[config.mk]
export PLATFORM = sky130hd
export DESIGN_NAME = two_stacks_shared_memory
export DESIGN_NICKNAME = d
export VERILOG_FILES = /design/src/tss_pkg.sv /design/src/two_stacks_shared_memory.sv /design/src/tss_ram.sv
export SDC_FILE = /design/constraint.sdc
export NUM_CORES = 1
export LEC_CHECK = 0
export ABC_AREA = 1
export BUFFER_PORTS_ARGS = -buffer_cell sky130_fd_sc_hd__clkbuf_2
export CAP_MARGIN = 20
export CORE_MARGIN = 8
export CORE_UTILIZATION = 55
export DETAILED_ROUTE_END_ITERATION = 12
export HOLD_SLACK_MARGIN = 0.15
export PLACE_DENSITY_LB_ADDON = 0.2
export SYNTH_ARGS = -nofsm -noshare
export SYNTH_HDL_FRONTEND = slang
export SYNTH_HIERARCHICAL = 1
export SYNTH_SLANG_ARGS = --single-unit
[constraint.sdc]
create_clock -name clk -period 5.8 [get_ports clk]
set_input_delay 0 -clock clk [delete_from_list [all_inputs] [get_ports clk]]
set_output_delay 0 -clock clk [all_outputs]
set_load 0.01 [all_outputs]
[src/tss_pkg.sv]
// Package for the two-stack shared-memory block.
// Command and status codes, item structs. No dependencies.
`default_nettype none
package tss_pkg;

  localparam logic [1:0] CMD_PUSH = 2'd0;
  localparam logic [1:0] CMD_POP  = 2'd1;
  localparam logic [1:0] CMD_DUMP = 2'd2;

  localparam logic [1:0] ST_OK       = 2'd0;
  localparam logic [1:0] ST_OVERFLOW = 2'd1;
  localparam logic [1:0] ST_EMPTY    = 2'd2;

  localparam logic SIDE_LOW  = 1'b0;
  localparam logic SIDE_HIGH = 1'b1;

  typedef struct packed {
    logic [1:0]         command;
    logic               side;
    logic signed [31:0] value;
  } tss_in_t;

  typedef struct packed {
    logic signed [31:0] data;
    logic               from_side;
    logic [1:0]         status;
    logic               last;
  } tss_out_t;

endpackage
`default_nettype wire

[src/two_stacks_shared_memory.sv]
// Two stacks in one shared RAM: low stack grows up, high stack grows down.
// Depends on tss_pkg and tss_ram.
//
// Usage:
//   Input channel in_valid/in_stall/in_data carries one command per transfer:
//   push or pop on a side, or dump of both stacks. Output channel
//   out_valid/out_stall/out_data carries results; out_data.last marks the
//   final result of a command.
//   Push: one result, registered at the accepting edge.
//   Pop: one RAM read; the result passes the RAM read register, then the output register.
//   Dump: each stored entry is read in S_DRD and then emitted in S_DOUT;
//   an empty dump gives one result.
//   A new command is taken only when the previous one has finished, so push
//   runs at one item per cycle while out_stall does not hold the output,
//   and a pop is held in S_POP until its read data is in the output register.
//   Reset empties both stacks; RAM contents are not cleared.
//   While out_stall holds the output register, the block holds its state
//   and the RAM read data; only S_DRD still reads and moves on to S_DOUT.
`default_nettype none
module two_stacks_shared_memory
  import tss_pkg::*;
#(
  parameter int DEPTH = 16
) (
  input  wire logic     clk,
  input  wire logic     rst_n,
  input  wire logic     in_valid,
  output logic          in_stall,
  input  wire tss_in_t  in_data,
  output logic          out_valid,
  input  wire logic     out_stall,
  output tss_out_t      out_data
);

  localparam int AW = $clog2(DEPTH);
  localparam int CW = $clog2(DEPTH + 1);
  localparam logic [CW-1:0] FULL_CNT = CW'(DEPTH);
  localparam logic [AW-1:0] TOP_ADDR = AW'(DEPTH - 1);

  typedef enum logic [3:0] {
    S_IDLE = 4'b0001,
    S_POP  = 4'b0010,
    S_DRD  = 4'b0100,
    S_DOUT = 4'b1000
  } state_t;

  state_t        state_r, state_nxt;
  logic [CW-1:0] low_count_r, low_count_nxt;
  logic [CW-1:0] high_start_r, high_start_nxt;
  logic [AW-1:0] ptr_r, ptr_nxt;
  logic          side_r, side_nxt;
  logic          out_valid_r, out_valid_nxt;
  tss_out_t      out_r, out_nxt;

  logic          ram_we, ram_re;
  logic [AW-1:0] ram_waddr, ram_raddr;
  logic [31:0]   ram_rdata;

  logic          out_free, in_xfer, low_empty, high_empty;

  tss_ram #(.WIDTH(32), .DEPTH(DEPTH)) u_ram (
    .clk   (clk),
    .we    (ram_we),
    .waddr (ram_waddr),
    .wdata (in_data.value),
    .re    (ram_re),
    .raddr (ram_raddr),
    .rdata (ram_rdata)
  );

  assign out_free   = !out_valid_r || !out_stall;
  assign in_stall   = (state_r != S_IDLE) || !out_free;
  assign in_xfer    = in_valid && !in_stall;
  assign low_empty  = (low_count_r == '0);
  assign high_empty = (high_start_r == FULL_CNT);
  assign out_valid  = out_valid_r;
  assign out_data   = out_r;

  always_comb begin
    state_nxt      = state_r;
    low_count_nxt  = low_count_r;
    high_start_nxt = high_start_r;
    ptr_nxt        = ptr_r;
    side_nxt       = side_r;
    out_valid_nxt  = out_valid_r && out_stall;
    out_nxt        = out_r;
    ram_we         = 1'b0;
    ram_waddr      = low_count_r[AW-1:0];
    ram_re         = 1'b0;
    ram_raddr      = ptr_r;

    unique case (state_r)
      S_IDLE: begin
        if (in_xfer) begin
          unique case (in_data.command)
            CMD_PUSH: begin
              out_valid_nxt = 1'b1;
              out_nxt = '{data: '0, from_side: in_data.side, status: ST_OK, last: 1'b1};
              if (low_count_r >= high_start_r) begin
                out_nxt.status = ST_OVERFLOW;
              end else if (in_data.side == SIDE_LOW) begin
                ram_we        = 1'b1;
                ram_waddr     = low_count_r[AW-1:0];
                low_count_nxt = low_count_r + CW'(1);
              end else begin
                ram_we         = 1'b1;
                ram_waddr      = AW'(high_start_r - CW'(1));
                high_start_nxt = high_start_r - CW'(1);
              end
            end
            CMD_POP: begin
              side_nxt = in_data.side;
              if ((in_data.side == SIDE_LOW) ? low_empty : high_empty) begin
                out_valid_nxt = 1'b1;
                out_nxt = '{data: '0, from_side: in_data.side, status: ST_EMPTY,
                            last: 1'b1};
              end else if (in_data.side == SIDE_LOW) begin
                ram_re        = 1'b1;
                ram_raddr     = AW'(low_count_r - CW'(1));
                low_count_nxt = low_count_r - CW'(1);
                state_nxt     = S_POP;
              end else begin
                ram_re         = 1'b1;
                ram_raddr      = high_start_r[AW-1:0];
                high_start_nxt = high_start_r + CW'(1);
                state_nxt      = S_POP;
              end
            end
            CMD_DUMP: begin
              if (low_empty && high_empty) begin
                out_valid_nxt = 1'b1;
                out_nxt = '{data: '0, from_side: SIDE_LOW, status: ST_EMPTY, last: 1'b1};
              end else begin
                state_nxt = S_DRD;
                if (!low_empty) begin
                  side_nxt = SIDE_LOW;
                  ptr_nxt  = AW'(low_count_r - CW'(1));
                end else begin
                  side_nxt = SIDE_HIGH;
                  ptr_nxt  = high_start_r[AW-1:0];
                end
              end
            end
            default: begin
            end
          endcase
        end
      end
      S_POP: begin
        if (out_free) begin
          out_valid_nxt = 1'b1;
          out_nxt = '{data: ram_rdata, from_side: side_r, status: ST_OK, last: 1'b1};
          state_nxt = S_IDLE;
        end
      end
      S_DRD: begin
        ram_re    = 1'b1;
        ram_raddr = ptr_r;
        state_nxt = S_DOUT;
      end
      S_DOUT: begin
        if (out_free) begin
          out_valid_nxt = 1'b1;
          out_nxt = '{data: ram_rdata, from_side: side_r, status: ST_OK, last: 1'b0};
          state_nxt = S_DRD;
          if (side_r == SIDE_LOW) begin
            if (ptr_r != '0) begin
              ptr_nxt = ptr_r - AW'(1);
            end else if (high_empty) begin
              out_nxt.last = 1'b1;
              state_nxt    = S_IDLE;
            end else begin
              side_nxt = SIDE_HIGH;
              ptr_nxt  = high_start_r[AW-1:0];
            end
          end else begin
            if (ptr_r == TOP_ADDR) begin
              out_nxt.last = 1'b1;
              state_nxt    = S_IDLE;
            end else begin
              ptr_nxt = ptr_r + AW'(1);
            end
          end
        end
      end
      default: begin
        state_nxt = S_IDLE;
      end
    endcase
  end

  always_ff @(posedge clk) begin
    if (!rst_n) begin
      state_r      <= S_IDLE;
      low_count_r  <= '0;
      high_start_r <= FULL_CNT;
      out_valid_r  <= 1'b0;
    end else begin
      state_r      <= state_nxt;
      low_count_r  <= low_count_nxt;
      high_start_r <= high_start_nxt;
      out_valid_r  <= out_valid_nxt;
    end
  end

  always_ff @(posedge clk) begin
    ptr_r  <= ptr_nxt;
    side_r <= side_nxt;
    out_r  <= out_nxt;
  end

endmodule
`default_nettype wire

[src/tss_ram.sv]
// Generic single-port-write, single-port-read RAM with registered read.
// No dependencies.
`default_nettype none
module tss_ram #(
  parameter int WIDTH = 32,
  parameter int DEPTH = 16
) (
  input  wire logic                     clk,
  input  wire logic                     we,
  input  wire logic [$clog2(DEPTH)-1:0] waddr,
  input  wire logic [WIDTH-1:0]         wdata,
  input  wire logic                     re,
  input  wire logic [$clog2(DEPTH)-1:0] raddr,
  output logic      [WIDTH-1:0]         rdata
);

  logic [WIDTH-1:0] mem [DEPTH];

  always_ff @(posedge clk) begin
    if (we) begin
      mem[waddr] <= wdata;
    end
    if (re) begin
      rdata <= mem[raddr];
    end
  end

endmodule
`default_nettype wire

==> metrics.csv <==
metric;value;unit
Critical Path Most Common Cell;sky130_fd_sc_hd__nand2_1;
number of input and output port buffers inserted;76;
run status;finished clean;
Slowest cell on crit path;sky130_fd_sc_hd__buf_4;
Pins Over Slew Limit;0;
period utilization;74.5;%
CTS H-tree depth;2;
peak supply drop;0.000253;V
number of global-route vias before repair;17300;
Congestion Overflow GR;0;
Area growth syn-to-layout;12.4;%
worst max-slew margin expressed relative to the limit;24.2;%
CTS Buf Count;60;
average footprint of a synthesized cell;10.4;um^2
power density of the placed cells;358;nW/um^2
area of the die;55500;um^2
clock tree from TritonCTS;yes;
count of boundary I/O pins;77;
wire length reported by the detailed router;68.9;mm
Clock Root Buffer;sky130_fd_sc_hd__clkbuf_16;
signal arrival time at the worst endpoint;4800;ps
Worst setup SP type;register;
clk_lat worst skew;620;ps
path category of the worst min-delay check;input port to register;
hold violation total from the final report;0;
wire length of the first global-routing pass;105;mm
clock transition time at the flip-flop clock pins of the worst setup and hold paths;60;ps
CP Cell Sequence;inv_1 > ha_1 > nand2_1 > inv_1 > nand3_1 > nand3_2 > nor2_4 > inv_1 > o21ai_4 > buf_12 > buf_4 > nand2_1 > nand2_1 > nand2_1 > nand3_1 > nand3_1 > nand2_1;
count of yosys warnings during synthesis;6;
# hold bufs at CTS;42;
#FFs+latches synth;600;
Layout Nets;2694;
count of placed standard cells in the final layout, fillers left out;3297;
DPL Wire Length;41.0;mm
crit path kind;register to register;
transition time of the tightest slew-check pin;1140;ps
RSZ-0062 raised after global routing;false;
endpoint type of the worst setup path;register;
number of remaining DRC errors;0;
biggest area contributors in the synthesized netlist;sky130_fd_sc_hd__edfxtp_1, sky130_fd_sc_hd__nand2_1, sky130_fd_sc_hd__nand3_1, sky130_fd_sc_hd__inv_1, sky130_fd_sc_hd__buf_6;
drt initial violations;1991;
starting density of the core;55.6;%
required time reported for the critical path endpoint;6280;ps
min Tclk post-route;4320;ps
number of vias in the routed layout;18000;
buffer count from post-CTS setup fixing;0;
DRT antenna net count;0;
number of nets produced by synthesis;2597;
buffer depth of the longest clock path;3;
biggest fanout along the worst timing path;134;
area share of the largest cell type after synthesis;66.3;%
number of optimization iterations in the first detailed-route pass;6;
Top Family by Delay on Critical Path;buffers and inverters;
Placed Cells;3149;
sum of negative setup slack;0;ps
number of antenna cells inserted;0;
core outline area;47600;um^2
cell taking the most area after synthesis;sky130_fd_sc_hd__edfxtp_1;
number of antenna violations at the first check in global routing;2;
routability cong.;0.887;
global routing usage summed across all routing layers;24.5;%
Row Count;80;
# Max-Cap Violations;0;
Synth Cell Area;26500;um^2
maximum number of pins on one net before global-route repair;135;
horizontal die dimension;235;um
die boundary height;235;um
final count of negative-setup-slack endpoints;0;
leakage power;12.7;nW
number of sinks handled by clock tree synthesis;600;
final worst clock skew;12.0;ps
stage delay of the slowest cell on the critical path;720;ps
worst path buffer plus inverter count;5;
count of mapped cells out of synthesis;2541;
DR WL/cell;20.9;um
Achievable Freq;0.231;GHz
DR vias/cell;5.45;
distinct cell type count of the synthesized netlist;36;
fraction of final layout cells with drive strength greater than 1;8.84;%
total of cells resized after clock tree synthesis;0;
sequential cell area fraction in the yosys report;67.4;%
## registers in the layout (all words and copies together), names as in the netlist
register / count
state_r: 4
low_count_r: 5
high_start_r: 5
u_ram/rdata: 32
out_valid: 1
ptr_r: 4
side_r: 1
out_data: 36
u_ram/mem: 512
## synthesized netlist by cell type, drive strengths merged
master / number
inv: 465
ha: 17
o22ai: 1
nand3: 416
edfxtp: 585
dfxtp: 15
o21ai: 24
nor3: 1
clkbuf: 10
nand2: 762
nor3b: 1
xnor2: 3
xor2: 9
clkinv: 2
o211ai: 10
buf: 104
a211oi: 1
a31oi: 2
nand4: 10
a21oi: 20
nor2: 83
## path summary, 6_finish.rpt
check | start | slack (ps) | to | cells after the start
min | rst_n | 250 | high_start_r[4] | 3
max | high_start_r[0] | 1480 | u_ram/rdata[1] | 17
max reg2reg | high_start_r[0] | 1480 | u_ram/rdata[1] | 17
min reg2reg | high_start_r[1] | 510 | high_start_r[1] | 2
## cells in the final DEF (no fill, tap or decap), types with 2 or more instances in the layout
master,n
sky130_fd_sc_hd__clkinv_2,11
sky130_fd_sc_hd__nand2_2,6
sky130_fd_sc_hd__xnor2_1,3
sky130_fd_sc_hd__ha_1,17
sky130_fd_sc_hd__nand2_1,753
sky130_fd_sc_hd__o21ai_4,4
sky130_fd_sc_hd__inv_1,456
sky130_fd_sc_hd__clkbuf_2,76
sky130_fd_sc_hd__nand3_4,2
sky130_fd_sc_hd__a21oi_1,18
sky130_fd_sc_hd__buf_12,20
sky130_fd_sc_hd__a31oi_1,2
sky130_fd_sc_hd__dfxtp_1,15
sky130_fd_sc_hd__dlygate4sd3_1,42
sky130_fd_sc_hd__nor2_2,4
sky130_fd_sc_hd__nor2_1,59
sky130_fd_sc_hd__inv_2,6
sky130_fd_sc_hd__o21ai_0,18
sky130_fd_sc_hd__o211ai_1,10
sky130_fd_sc_hd__clkbuf_16,62
sky130_fd_sc_hd__nor2_4,20
sky130_fd_sc_hd__xor2_1,9
sky130_fd_sc_hd__buf_4,10
sky130_fd_sc_hd__edfxtp_1,585
sky130_fd_sc_hd__clkinvlp_4,2
sky130_fd_sc_hd__nand2_4,3
sky130_fd_sc_hd__bufinv_16,2
sky130_fd_sc_hd__nand4_1,9
sky130_fd_sc_hd__clkbuf_1,17
sky130_fd_sc_hd__o21ai_1,2
sky130_fd_sc_hd__clkinv_1,14
sky130_fd_sc_hd__nand3_1,413
## worst reg2reg max path, cell delays in order (launching register included)
cell and delay [ps]:
sky130_fd_sc_hd__dfxtp_1 460, sky130_fd_sc_hd__inv_1 160, sky130_fd_sc_hd__ha_1 230, sky130_fd_sc_hd__nand2_1 80, sky130_fd_sc_hd__inv_1 60, sky130_fd_sc_hd__nand3_1 110, sky130_fd_sc_hd__nand3_2 160, sky130_fd_sc_hd__nor2_4 290
sky130_fd_sc_hd__inv_1 160, sky130_fd_sc_hd__o21ai_4 240, sky130_fd_sc_hd__buf_12 500, sky130_fd_sc_hd__buf_4 870, sky130_fd_sc_hd__nand2_1 210, sky130_fd_sc_hd__nand2_1 110, sky130_fd_sc_hd__nand2_1 60, sky130_fd_sc_hd__nand3_1 110
sky130_fd_sc_hd__nand3_1 250, sky130_fd_sc_hd__nand2_1 140
## metal layers
layer | global-route usage [%] | vias to the layer above | part of all wire, %
li1 | - | 8425 | -
met1 | 33.7 | 8647 | 42
met2 | 39.8 | 800 | 47
met3 | 4.96 | 111 | 9.1
met4 | 6.22 | 2 | 2.3
met5 | 0 | - | 0.016
## final cells by class
type | instances | area (um^2)
clock buffers | 79 | 1620
clock inverters | 27 | 188
fillers | 3743 | 17900
inverters | 467 | 1760
multi-input cells | 1360 | 6280
flip-flops and latches | 600 | 17900
well taps | 615 | 769
repair buffers | 149 | 1300
## report_power, final
part | switching [mW] | internal, mW
Clock | 1.59 | 2.03
Combinational | 1.38 | 0.539
Sequential | 0.0806 | 5.04
## kinds of logic (layout without fill, tap and decap cells)
logic type      count (synthesis)  count (layout)  synth area share (%)
fa+ha+maj                      17              17                 0.803
simple gates                 1273            1273                  20.6
flops                         600             600                  67.4
buf+inv                       581             722                  9.53
compound gates                 58              58                  1.23
xor+xnor                       12              12                 0.397
## stage by stage
stage	hold WS, ps	setup slack [ps]	total power [mW]	utilization (%)	instance area (um^2)
global placement	319	1660	7.06	57.1	27200
detailed placement	320	1600	7.09	57.8	27600
global route	244	1280	11.1	62.5	29800
finish	252	1480	10.7	62.5	29800
CTS	218	1580	10.7	62.5	29800
floorplan	84.2	2230	6.42	-	26500
Power figures use the tool's default switching activity.
